**config.mk**
```make
export PLATFORM = sky130hd
export DESIGN_NAME = nwt_queue
export DESIGN_NICKNAME = d
export VERILOG_FILES = /design/src/rtl/nwt_queue.sv
export SDC_FILE = /design/constraint.sdc
export NUM_CORES = 1
export LEC_CHECK = 0
export BUFFER_PORTS_ARGS = -buffer_cell sky130_fd_sc_hd__clkbuf_2
export CORE_MARGIN = 5
export CORE_UTILIZATION = 40
export DETAILED_ROUTE_END_ITERATION = 16
export GPL_ROUTABILITY_DRIVEN = 0
export GPL_TIMING_DRIVEN = 0
export SETUP_SLACK_MARGIN = 0.4
export SLEW_MARGIN = 20
export SYNTH_ARGS = -nofsm -noshare
export SYNTH_HDL_FRONTEND = slang
export SYNTH_SLANG_ARGS = --single-unit
```
**constraint.sdc**
```tcl
create_clock -name clk -period 1.7 [get_ports clk]
set_input_delay 0.51 -clock clk [delete_from_list [all_inputs] [get_ports clk]]
set_output_delay 0.51 -clock clk [all_outputs]
set_load 0.03 [all_outputs]
```
**src/rtl/nwt_queue.sv**
```systemverilog
// Small command queue between the front end and the histogram engine.
`timescale 1ns / 1ps
`default_nettype none
module nwt_queue #(
	parameter int DATA_W = 8,
	parameter int DEPTH  = 4
) (
	input  wire logic              clk,
	input  wire logic              arst_n,
	input  wire logic              push,
	input  wire logic [DATA_W-1:0] din,
	input  wire logic              pop,
	output logic [DATA_W-1:0]      dout,
	output logic                   empty,
	output logic                   full
);
	localparam int PW = (DEPTH > 1) ? $clog2(DEPTH) : 1;
	localparam int CNTW = $clog2(DEPTH + 1);
	localparam logic [PW-1:0] LAST_PTR = PW'(DEPTH - 1);
	localparam logic [CNTW-1:0] DEPTH_C = CNTW'(DEPTH);

	logic [DATA_W-1:0] slot_q [DEPTH];
	logic [PW-1:0]     wr_ptr_q;
	logic [PW-1:0]     rd_ptr_q;
	logic [CNTW-1:0]   count_q;
	logic              do_push;
	logic              do_pop;

	assign empty   = (count_q == '0);
	assign full    = (count_q == DEPTH_C);
	assign do_push = push && !full;
	assign do_pop  = pop && !empty;
	assign dout    = slot_q[rd_ptr_q];

	always_ff @(posedge clk) begin
		if (do_push) begin
			slot_q[wr_ptr_q] <= din;
		end
	end

	always_ff @(posedge clk or negedge arst_n) begin
		if (!arst_n) begin
			wr_ptr_q <= '0;
			rd_ptr_q <= '0;
			count_q  <= '0;
		end else begin
			if (do_push) begin
				wr_ptr_q <= (wr_ptr_q == LAST_PTR) ? '0 : wr_ptr_q + PW'(1);
			end
			if (do_pop) begin
				rd_ptr_q <= (rd_ptr_q == LAST_PTR) ? '0 : rd_ptr_q + PW'(1);
			end
			if (do_push && !do_pop) begin
				count_q <= count_q + CNTW'(1);
			end else if (do_pop && !do_push) begin
				count_q <= count_q - CNTW'(1);
			end
		end
	end

endmodule
`default_nettype wire

```
-- After elaboration in Yosys (flattened, before gate mapping)
Memory sizes are Yosys's and may differ from the RTL's.
Index checks and enable logic that the tools add are counted.
- word-level logic and storage cells: 27
- register bits after elaboration: 7
- memories: 1
- bits in latches: 0
- output and inout bits: 10
- bits in read-only memories: 0
- RAM bits: 32
- memory list (name ; depth ; bits a word ; read ports ; clocked after memory_dff ; wr ports ; line ; RTL):
    slot_q ; 4 ; 8 ; 1 ; 0 ; 1 ; 22 ; logic [DATA_W-1:0] slot_q [DEPTH];
- $add $sub $neg: 4
- order comparisons: 0
- reductions and logical operators: 10
- equality and inequality tests: 3
- muxes and demuxes: 6
- divide/modulo/power cells: 0
- $mul: 0
- bitwise operators: 0
- shifts and indexed selects: 0
- operators by type and width (cell ; number):
    3-bit 2-to-1 mux ; 2
    2-bit by 1-bit adder with 2-bit output (second input constant) ; 2
    2-bit == test (second input constant) ; 2
    1-bit logical AND ; 4
    1-bit logical NOT ; 4
    2-bit 2-to-1 mux ; 2
    3-bit by 1-bit adder with 3-bit output (second input constant) ; 1
    3-bit == test (second input constant) ; 1
    3-bit logical NOT ; 1
    3-bit by 1-bit subtractor with 3-bit output (second input constant) ; 1
    1-bit 2-to-1 mux ; 2
    2-bit nonzero test ; 1

-- Depth between registers and ports, before layout
- word-level depth: 7
- mapped depth: 9
- gate-level depth less buffers: 8

-- Worst setup path before layout
Ideal clock, no wire load.
- path type: register -> register
- start: reg count_q[0]
- end: reg count_q[2]
- cell stages (with the launch flop): 9
- arrival: 2460 ps
- setup time: 79 ps
- period minus slack after synthesis: 2539 ps
- slack: -839 ps
- cell sequence: dfrtp_1 -> nor3_1 -> nand2b_4 -> ha_1 -> inv_1 -> fa_1 -> xor2_1 -> nor2_1 -> xor2_1
- longest elaborated chain between the ends: 6
- elaborated cells between the ends (all ways): 15
- classes of those cells: 2 x add/sub; 1 x eq/ne; 2 x mux; 10 x reduce/logical
- ends and longest elaborated chain (what ; line ; RTL):
    start, declared ; 25 ; logic [CNTW-1:0] count_q;
    start signal, assigned ; 54 ; count_q <= count_q + CNTW'(1);
    start signal, assigned ; 56 ; count_q <= count_q - CNTW'(1);
    3-bit logical NOT * ; 29 ; assign empty = (count_q == '0);
    named net empty ; 14 ; output logic empty,
    1-bit logical NOT * ; 32 ; assign do_pop = pop && !empty;
    1-bit logical AND * ; 32 ;
    1-bit logical NOT ; 53 ; if (do_push && !do_pop) begin
    1-bit logical AND ; 53 ;
    3-bit 2-to-1 mux / 2-bit nonzero test (equally long branches) ; n/a ;
The timed path passes the listed nets; every way through them passes the cells marked *. The select of a mux whose other input is x is not followed.
A chain may end at the register's enable or synchronous reset.

-- Final worst setup path
- start: reg rd_ptr_q[0]
- end: out dout[0]
- longest elaborated chain between the ends: 1
- ends and longest elaborated chain (what ; line ; RTL):
    start, declared ; 24 ; logic [PW-1:0] rd_ptr_q;
    start signal, assigned ; 51 ; rd_ptr_q <= (rd_ptr_q == LAST_PTR) ? '0 : rd_ptr_q + PW'(1);
    memory 4 x 8 bit ; n/a ;
    end, declared ; 13 ; output logic [DATA_W-1:0] dout,
No other way between the ends.

==> summary.txt <==
Initial DRT Pass Iterations = 3
area leader, netlist = edfxtp_1
failing checks = setup timing
GR Util met2 = 17.6%
setup TNS = -3.20 ns
most frequent cells in the layout = edfxtp_1 (32), clkbuf_2 (11), buf_8 (9)
CP Capture Point = dout[0]
clk slew on worst S/H paths = 0.07 ns
Root Driver = clkbuf_8
Initial Utilization = 40.8%
fin crit share = 121%
layout cells sized above 1 = 59.0%
Routed WL = 2800 µm
average size of a mapped cell = 20.5 µm²
Yosys reg bits = 39
Post-CTS Hold Buffers = 0
DRC = 0
Reg2Reg Setup Slack = -0.20 ns
Arr. time, crit path = 1.55 ns
Starting DRT DRC Count = 25
Reg2Reg Depth = 7
Static Leak = 0.835 nW
largest net degree at the start of global routing = 12
sequential area share after synthesis = 70.1%
vias = 812
Max Slew Vio Count = 0
first-pass GRT wire length = 4190 µm
critical path peak fanout = 4
Port Buffer Count = 21
Final Skew = 0.00654 ns
peak supply drop = 0.000991 V
Die Wd = 73.6 µm
CP Launch Type = flip-flop
Post-Synthesis Cell Area = 1620 µm²
Max clock buf depth = 2
H-tree depth = 2
final hold vios = 0
PnR worst setup slack = -0.360 ns
fmax = 485 MHz
Clock Latency Late Sink = 0.28 ns
# diodes = 0
final setup violation count = 11
slew margin rel. = 84.4%
grt met1 use = 13.4%
Vert. Die Dim = 73.6 µm
Most Crowded Layer GR = met2
fill count = 321
Post-Syn Instances = 79
Yosys cell types = 19
vias in the first global route = 829
Power Dens Cells = 1960 nW/µm²
Worst Setup SP = rd_ptr_q[0]
# rows = 23
synth top area cells = edfxtp_1 (59%), mux4_2 (11%), dfrtp_1 (11%)
wire length per cell = 16.7 µm
syn nets = 98
RR Endpoint = count_q[1]
status = finished with violations
DRT antenna net count = 0
Layout Area Growth over Synthesis = 33.4%
Hold Crit Class = input port to async pin
CTS tree = yes
Layout Nets = 136
WS Path Type = flip-flop to output pin
average via count per standard cell = 4.86
Warnings, synthesis = 0
met3 Track Usage GR = 4.24%
clk sinks = 39
most common cell after layout, fill and taps aside = edfxtp_1
Synth top area share = 59.3%
RSZ-0062 raised after global routing = yes
total grt overflow = 0
WP data required = 1.19 ns
Ports = 22
R2R Path Start = count_q[0]
Die ar. = 5420 µm²
Detailed Place HPWL = 1790 µm
GRT Total Usage = 11.0%
Placement Setup Slack = -0.207 ns
Core ar. = 3970 µm²
Num CTS Buffers = 5
actual slew at the worst max-slew pin = 0.234 ns
initial antenna violation count = 0
Final Critical Period = 2.06 ns
max cap viols = 0
crit end category = output pin
## worst min path at each step
stage	start	to	slack (ns)	cells after the start
after floorplan	arst_n	count_q[0]	0.21	0
after global placement	arst_n	count_q[1]	0.36	1
after detailed placement	arst_n	count_q[1]	0.35	1
after CTS	arst_n	count_q[1]	0.04	1
after global routing	arst_n	count_q[1]	0.05	1
final	arst_n	count_q[1]	0.04	1
## registers in the layout, indices dropped and copies added (netlist names)
register,count
count_q,3
slot_q,32
rd_ptr_q,2
wr_ptr_q,2
## critical path, stage by stage (launching register included)
cell and delay, ns:
dfrtp_2 0.44, clkbuf_16 0.17, mux4_2 0.51, buf_8 0.15
## power by group
group | leakage, nW | switching, W | internal (W)
registers | 0.371 | 0.000158 | 0.00131
logic | 0.412 | 0.000918 | 0.00114
clock network | 0.0513 | 0.000290 | 0.000430
total | 0.835 | 0.00137 | 0.00288
## cell usage after synthesis
cell	instances
nor3_1	1
nand2b_4	1
buf_2	1
xnor2_1	1
ha_1	6
edfxtp_1	32
nor2_1	3
dfrtp_1	7
inv_1	3
xor2_1	2
buf_6	1
mux2_2	3
mux2_4	2
nor3b_4	1
mux4_2	8
and2_2	4
buf_1	1
fa_1	1
nor2b_2	1
## per-layer routing
layer  share of wire [%]  vias to the layer above  wire, µm
li1                    -                      375         -
met1                  41                      419      1140
met2                  54                       14      1500
met3                 4.6                        4       129
met4                0.97                        0        27
met5                   0                        -         0
## through the flow
stage / instance area [µm²] / utilization, % / std cells / total power [W] / hold slack (ns)
6_report: 2160 / 54.4 / 167 / 0.00425 / 0.0447
5_1_grt: 2160 / 54.4 / 167 / 0.00447 / 0.0527
4_1_cts: 2080 / 52.5 / 163 / 0.00401 / 0.0366
3_5_place_dp: 1820 / 45.8 / 150 / 0.00289 / 0.350
3_3_place_gp: 1820 / 45.8 / 150 / 0.00283 / 0.356
2_1_floorplan: 1650 / - / 79 / 0.00254 / 0.214
## what timing repair did
action / CTS / global route
cloned: 0 / 1
pin swaps: 7 / 0
endpoints found under the setup margin: 47 / 49
gates resized for setup: 32 / 14
setup buffers: 6 / 3
## cell families (layout without fill, tap and decap cells)
| group | Yosys count | count (layout) | share of synthesized area [%] |
|---|---|---|---|
| adders and majority gates | 7 | 7 | 5.87 |
| xor gates and xnor gates | 3 | 3 | 1.62 |
| and+or+nand+nor | 11 | 11 | 5.41 |
| buffers and inverters | 6 | 44 | 1.93 |
| muxes | 13 | 13 | 15.1 |
| DFF | 39 | 39 | 70.1 |
## area by class of cell
type	instances	area, µm²	area share, %
multi-input cells	34	499	23.1
clock inverters	1	30.0	1.39
plain buffers	3	36.3	1.68
flip-flops and latches	39	1140	52.8
clock buffers	6	72.6	3.36
inverters	3	11.3	0.521
well taps	50	62.6	2.90
repair buffers	31	308	14.2
Note: power is estimated with default switching activity, not from simulation.
