## src/rtl/nwt_pkg.sv

```systemverilog
// Shared types and constants for the hit-count window trigger.
`timescale 1ns / 1ps
`default_nettype none
package nwt_pkg;

	localparam int CFG_ADDR_W = 3;
	localparam int CFG_DATA_W = 16;
	localparam int WIN_W      = 27;
	localparam int QDEPTH     = 4;

	localparam logic [CFG_ADDR_W-1:0] REG_THRESHOLD   = 3'd0;
	localparam logic [CFG_ADDR_W-1:0] REG_WINDOW_BINS = 3'd1;
	localparam logic [CFG_ADDR_W-1:0] REG_SKIP_BINS   = 3'd2;
	localparam logic [CFG_ADDR_W-1:0] REG_CHAN_ENABLE = 3'd3;
	localparam logic [CFG_ADDR_W-1:0] REG_TRIG_CHAN_A = 3'd4;
	localparam logic [CFG_ADDR_W-1:0] REG_TRIG_TYPE_A = 3'd5;
	localparam logic [CFG_ADDR_W-1:0] REG_TRIG_CHAN_B = 3'd6;
	localparam logic [CFG_ADDR_W-1:0] REG_TRIG_TYPE_B = 3'd7;

	localparam logic [15:0] THRESHOLD_RST   = 16'd20;
	localparam logic [10:0] WINDOW_BINS_RST = 11'd200;
	localparam logic [11:0] SKIP_BINS_RST   = 12'd2000;

	localparam logic [1:0] REQ_OPEN  = 2'd0;
	localparam logic [1:0] REQ_HIT   = 2'd1;
	localparam logic [1:0] REQ_CLOSE = 2'd2;

	localparam logic [1:0] KIND_CHAN  = 2'd0;
	localparam logic [1:0] KIND_NHITS = 2'd1;
	localparam logic [1:0] KIND_DONE  = 2'd2;

	typedef struct packed {
		logic [15:0] threshold;
		logic [10:0] window_bins;
		logic [11:0] skip_bins;
		logic [1:0]  chan_enable;
		logic [15:0] trig_chan_a;
		logic [3:0]  trig_type_a;
		logic [15:0] trig_chan_b;
		logic [3:0]  trig_type_b;
	} cfg_t;

	typedef enum logic [1:0] {
		OP_CHAN,
		OP_HIT,
		OP_CLEAR,
		OP_SCAN
	} op_t;

	typedef struct packed {
		op_t         op;
		logic [3:0]  ttype;
		logic [63:0] tstamp;
	} qent_t;

	localparam int QENT_W = $bits(qent_t);

endpackage
`default_nettype wire

```

## src/rtl/nwt_front.sv

```systemverilog
// Front end: accepts items, matches trigger channels and computes histogram bins.
`timescale 1ns / 1ps
`default_nettype none
module nwt_front #(
	parameter int NUM_BINS     = 4096,
	parameter int BIN_SHIFT    = 9,
	parameter int CHAN_ENTRIES = 2,
	parameter int IW           = 12
) (
	input  wire logic              clk,
	input  wire logic              arst_n,
	input  wire nwt_pkg::cfg_t     cfg,
	input  wire logic              accept,
	input  wire logic [1:0]        req_type,
	input  wire logic [15:0]       channel,
	input  wire logic [63:0]       hit_time,
	input  wire logic [63:0]       slice_time,
	output logic                   push,
	output nwt_pkg::qent_t         entry,
	output logic [IW-1:0]          bin
);
	import nwt_pkg::*;

	logic [63:0] slice_start_q;
	logic [63:0] diff;
	logic [63:0] bin_wide;
	logic        in_range;
	logic        match_a;
	logic        match_b;

	assign diff     = hit_time - slice_start_q;
	assign bin_wide = diff >> BIN_SHIFT;
	// A hit before the slice start wraps to a huge bin and falls out here.
	assign in_range = bin_wide < 64'(NUM_BINS);
	assign bin      = bin_wide[IW-1:0];
	assign match_a  = cfg.chan_enable[0] && (channel == cfg.trig_chan_a);
	assign match_b  = (CHAN_ENTRIES > 1) && cfg.chan_enable[1] && (channel == cfg.trig_chan_b);

	always_comb begin
		push         = 1'b0;
		entry.op     = OP_HIT;
		entry.ttype  = 4'd0;
		entry.tstamp = hit_time;
		unique case (req_type)
			REQ_OPEN: begin
				push     = accept;
				entry.op = OP_CLEAR;
			end
			REQ_HIT: begin
				if (match_a) begin
					push        = accept;
					entry.op    = OP_CHAN;
					entry.ttype = cfg.trig_type_a;
				end else if (match_b) begin
					push        = accept;
					entry.op    = OP_CHAN;
					entry.ttype = cfg.trig_type_b;
				end else begin
					push = accept && in_range;
				end
			end
			REQ_CLOSE: begin
				push         = accept;
				entry.op     = OP_SCAN;
				entry.tstamp = slice_start_q;
			end
			default: begin
				push = 1'b0;
			end
		endcase
	end

	always_ff @(posedge clk or negedge arst_n) begin
		if (!arst_n) begin
			slice_start_q <= 64'd0;
		end else if (accept && (req_type == REQ_OPEN)) begin
			slice_start_q <= slice_time;
		end
	end

endmodule
`default_nettype wire

```

## config.mk

```make
export PLATFORM = sky130hd
export DESIGN_NAME = nwt_front
export DESIGN_NICKNAME = d
export VERILOG_FILES = /design/src/rtl/nwt_pkg.sv /design/src/rtl/nwt_front.sv
export SDC_FILE = /design/constraint.sdc
export NUM_CORES = 1
export LEC_CHECK = 0
export BUFFER_PORTS_ARGS = -buffer_cell sky130_fd_sc_hd__buf_2
export CELL_PAD_IN_SITES_DETAIL_PLACEMENT = 2
export CELL_PAD_IN_SITES_GLOBAL_PLACEMENT = 2
export CORE_ASPECT_RATIO = 2
export CORE_MARGIN = 2
export CORE_UTILIZATION = 28
export DETAILED_ROUTE_END_ITERATION = 12
export PLACE_DENSITY = 0.93
export SYNTH_ARGS = -nofsm -noshare
export SYNTH_HDL_FRONTEND = slang
export SYNTH_SLANG_ARGS = --single-unit
```

## constraint.sdc

```tcl
create_clock -name clk -period 9.8 [get_ports clk]
set_input_delay 1.47 -clock clk [delete_from_list [all_inputs] [get_ports clk]]
set_output_delay 1.47 -clock clk [all_outputs]
set_load 0.02 [all_outputs]
```

Word-level counts from Yosys, hierarchy flattened

Index checks and enable logic that the tools add are counted.
Widths: inputs -> output; s select.

Add/sub/neg operators: 1
Magnitude comparators: 1
Equal/unequal tests: 4
Muxes and demuxes: 8
Reduce and logical (&&, ||, !) cells: 6

Operator list:

| operator             | number |
|---|---|
| $mux 64              | 1 |
| $sub 64x64->64       | 1 |
| $lt 55x13->1 const B | 1 |
| $eq 16x16->1         | 2 |
| $mux 5               | 2 |
| $pmux 2 s3           | 1 |
| $logic_and 1x1->1    | 4 |
| $mux 4               | 1 |
| $eq 2x1->1 const B   | 1 |
| $eq 2x2->1 const B   | 1 |
| $logic_not 2->1      | 1 |
| $mux 1               | 2 |
| $pmux 1 s2           | 1 |
| $reduce_or 2->1      | 1 |

Register bits after elaboration: 64
Bits of input ports: 230
Output and inout bits: 83
Logic and storage cells: 21

Depth between registers and ports, before layout

Depth after elaboration: 6
Depth in mapped cells: 15
Mapped depth without buffers: 14

Least setup slack after synthesis

OpenSTA, ideal clock, no wires.

Path kind: input to output
Start: input hit_time[19]
End: output push
Data arrival time: 4142 ps
Required time: 8330 ps
Path slack: 4188 ps
Stages: 14
Path buffers: 1
Path through: ha_1 buf_6 a21oi_2 o21ai_1 a21oi_4 nand2_1 a221o_1 o21ai_2 o21bai_1 a311o_1 a211oi_2 nand4_1 nor4_1 a22o_1

Word-level cells in the longest chain between the ends: 6

RTL lines:

| item               | RTL line        | text |
|---|---|---|
| start: declaration | nwt_front.sv:16 | `input wire logic [63:0] hit_time,` |
| $sub 64x64->64     | nwt_front.sv:31 | `assign diff = hit_time - slice_start_q;` |
| $lt 55x13->1       | nwt_front.sv:34 | `assign in_range = bin_wide < 64'(NUM_BINS);` |
| $logic_and 1x1->1  | nwt_front.sv:59 | `push = accept && in_range;` |
| $mux 1             | nwt_front.sv:54 | `end else if (match_b) begin` |
| $mux 1             | nwt_front.sv:50 | `if (match_a) begin` |
| $pmux 1 s2         | nwt_front.sv:44 | `unique case (req_type)` |
| end: declaration   | nwt_front.sv:18 | `output logic push,` |

No other way between the ends.

Worst setup path after layout

Start: input hit_time[29]
End: output push

Same word-level chain as after synthesis.

==> metrics.yaml <==
path_clk_slew_ps: 50
insertion_delay_ps: 360
cts_hold_buf: 0
top_register: "slice_start_q"
avgSynthCellArea_um2: 6.92
min_path_type: "flip-flop to flip-flop"
finalHoldViolations: 0
place_ws_ps: 3010
final_common_cell: "buf_2"
dieHeight_um: 239
dr.pass1.iters: 4
tns_ps: 0
core_area_mm2: 0.0273
syn_area_mm2: 0.00772
synth_area_leader_cell: "dfrtp_1"
cts.sinks: 64
antenna_left: 0
grt_use_met2_pct: 46.9
instances_no_fill: 1704
wirelength_um: 35900
fin_crit_ps: 6870
dpl-instance-area_mm2: 0.00932
cts_tree: "built"
final_nets: 1640
vias: 9305
critical_path_arrival_ps: 5400
reg.largest.list: "slice_start_q x64"
post_drt_wl_per_cell_um: 21.1
antenna_found_initial: 0
area_delta_synth_final_pct: 24.5
cp_max_fo: 7
status: "finished clean"
power.density_mw_per_mm2: 170
port_buffers: 273
netlist_instances: 1115
met3_usage_pct: 4.48
final-setup-viol-count: 0
cts-root-buf: "clkbuf_16"
final_cell_area_mm2: 0.00961
grt-ovfl-total: 0
insertedDiodeCount: 0
irDropWorstVdd_mv: 0.106
yosys_warnings: 0
fill_cells: 3377
grt_usage_pct: 24.6
final_cell_mix: "273 x buf_2, 213 x nand2_1, 165 x o21ai_0"
setup_ws_ps: 2930
ys_seq_elements: 64
timing.slew.headroom_pct: 19.9
drv_cap: 0
leakagePower_nw: 4.52
vias_per_cell: 5.46
dieArea_mm2: 0.0290
io-pin-count: 313
largest_register_ffs: 64
cts_buffers: 9
grt_pass1_vias: 10400
total_power_mw: 1.63
synth_edf_count: 0
worst_setup_path_end_kind: "primary output"
worstPathRequired_ps: 8330
fin_skew_ps: 0
top_usage_layer: "met2"
yosys_most_used_dff: "dfrtp_1"
ys_seq_area_share_pct: 20.8
rsz0062_at_grt: "false"
cts_setup_buffers: 0
die_w_um: 121
yosysUniqueCellTypes: 73
fin_crit_sh_pct: 70.1
start_util_pct: 28.2
grtUsageMet1_pct: 25.9
dp_cells: 1689
crit_type: "input port to primary output"
std_cell_rows: 86
synth.top_cell.area_share_pct: 20.8
drtIter0Drc: 282
grt_first_pass_wirelength_um: 55800
drive_above_1_share_pct: 24.0
h-tree-depth: 3
cts_resized: 0
drc: 0
slew_viol_final: 0
dpl.hpwl_um: 30100
grt_max_degree: 127
synthArstFlopShare_pct: 100
synth.area.top_cells: "dfrtp_1 21%, o21ai_0 11%, nand2_1 10%"
gp_congestion: 0.938
fmax_mhz: 145
clockBufferDepth: 2
synth_fp_nets: 1407
worst_slew_pin_slew_ps: 1200
cp-start-kind: "input port"
[kinds of logic after synthesis]
kind of cell / Yosys count / synth area share, %
multiplexers: 7 / 0.989
adder cells (fa/ha/maj): 62 / 10.1
flip-flops: 64 / 20.8
XOR/XNOR: 64 / 7.26
buffers and inverters: 138 / 7.21
AND/OR/NAND/NOR: 394 / 23.1
AO/OA/AOI/OAI: 386 / 30.7
[per-stage QoR]
step / hold slack [ps] / utilization [%]
after floorplan: 500 / -
after global placement: 516 / 34.1
after detailed placement: 542 / 34.1
after CTS: 554 / 35.1
after global routing: 575 / 35.1
final: 545 / 35.1
[path summary, 6_finish.rpt]
| kind | start | end | slack, ps | cells past startpoint |
|---|---|---|---|---|
| worst max-delay path | hit_time[29] | push | 2930 | 15 |
| worst min-delay path | slice_start_q[0]$_DFFE_PN0P_ | slice_start_q[0]$_DFFE_PN0P_ | 540 | 1 |
| worst max register to register | slice_start_q[35]$_DFFE_PN0P_ | slice_start_q[35]$_DFFE_PN0P_ | 8960 | 2 |
| worst min register to register | slice_start_q[0]$_DFFE_PN0P_ | slice_start_q[0]$_DFFE_PN0P_ | 540 | 1 |
| max in group asynchronous | arst_n | slice_start_q[24]$_DFFE_PN0P_ | 7890 | 2 |
| min in group asynchronous | arst_n | slice_start_q[53]$_DFFE_PN0P_ | 1320 | 2 |
[cell usage after synthesis, types with 3 or more instances]
cell,number
o2111ai_1,4
o21ai_0,165
nand2b_1,6
buf_2,19
and4_1,3
mux2_2,5
a31o_2,3
a21oi_1,75
ha_1,62
o211ai_1,10
inv_1,84
nor2_1,55
xnor2_1,40
nand3_1,17
nand2_1,214
a21boi_0,5
buf_1,3
o22ai_1,7
and2_1,7
nand3b_1,5
o31a_1,3
a31oi_1,11
dfrtp_1,64
o31ai_1,3
and3_1,12
a21o_1,18
a211oi_1,8
a21oi_2,8
nor3_1,14
o21a_1,9
or2_2,3
o21bai_1,7
nand4_1,30
a32oi_1,4
o21ai_1,11
or3_1,3
clkbuf_1,30
xor2_1,24
nor2b_1,7
nor4_1,10
[report_power, final]
group,internal [mW],switching (mW),total [mW]
combinational,0.330,0.648,0.978
sequential,0.309,0.0151,0.324
clock,0.201,0.132,0.332
[worst max-delay path, stage by stage]
cell and delay, ps:
buf_2 120, ha_1 410, a21oi_1 310, o21ai_1 190, a21oi_2 230, a21oi_1 190
a221o_1 410, o21ai_2 240, nor2_1 120, a311o_1 360, a2111oi_1 500, nand4_1 160
nor4_1 330, a22o_1 210, buf_2 170
[routing by layer]
metal,share of wire (%),routed length (µm)
met5,0,0
met4,3.8,1350
met3,5.1,1820
met2,53,19100
met1,38,13600
[cell type report]
| type | instances | area [µm²] | share of cell area, % |
|---|---|---|---|
| Sequential cell | 64 | 1600 | 16.7 |
| Multi-Input combinational cell | 913 | 5570 | 58.0 |
| Tap cell | 352 | 440 | 4.59 |
| Clock inverter | 4 | 45.0 | 0.469 |
| Clock buffer | 11 | 243 | 2.53 |
| Timing Repair Buffer | 276 | 1390 | 14.5 |
| Inverter | 84 | 315 | 3.28 |
Power figures use the tool's default switching activity.
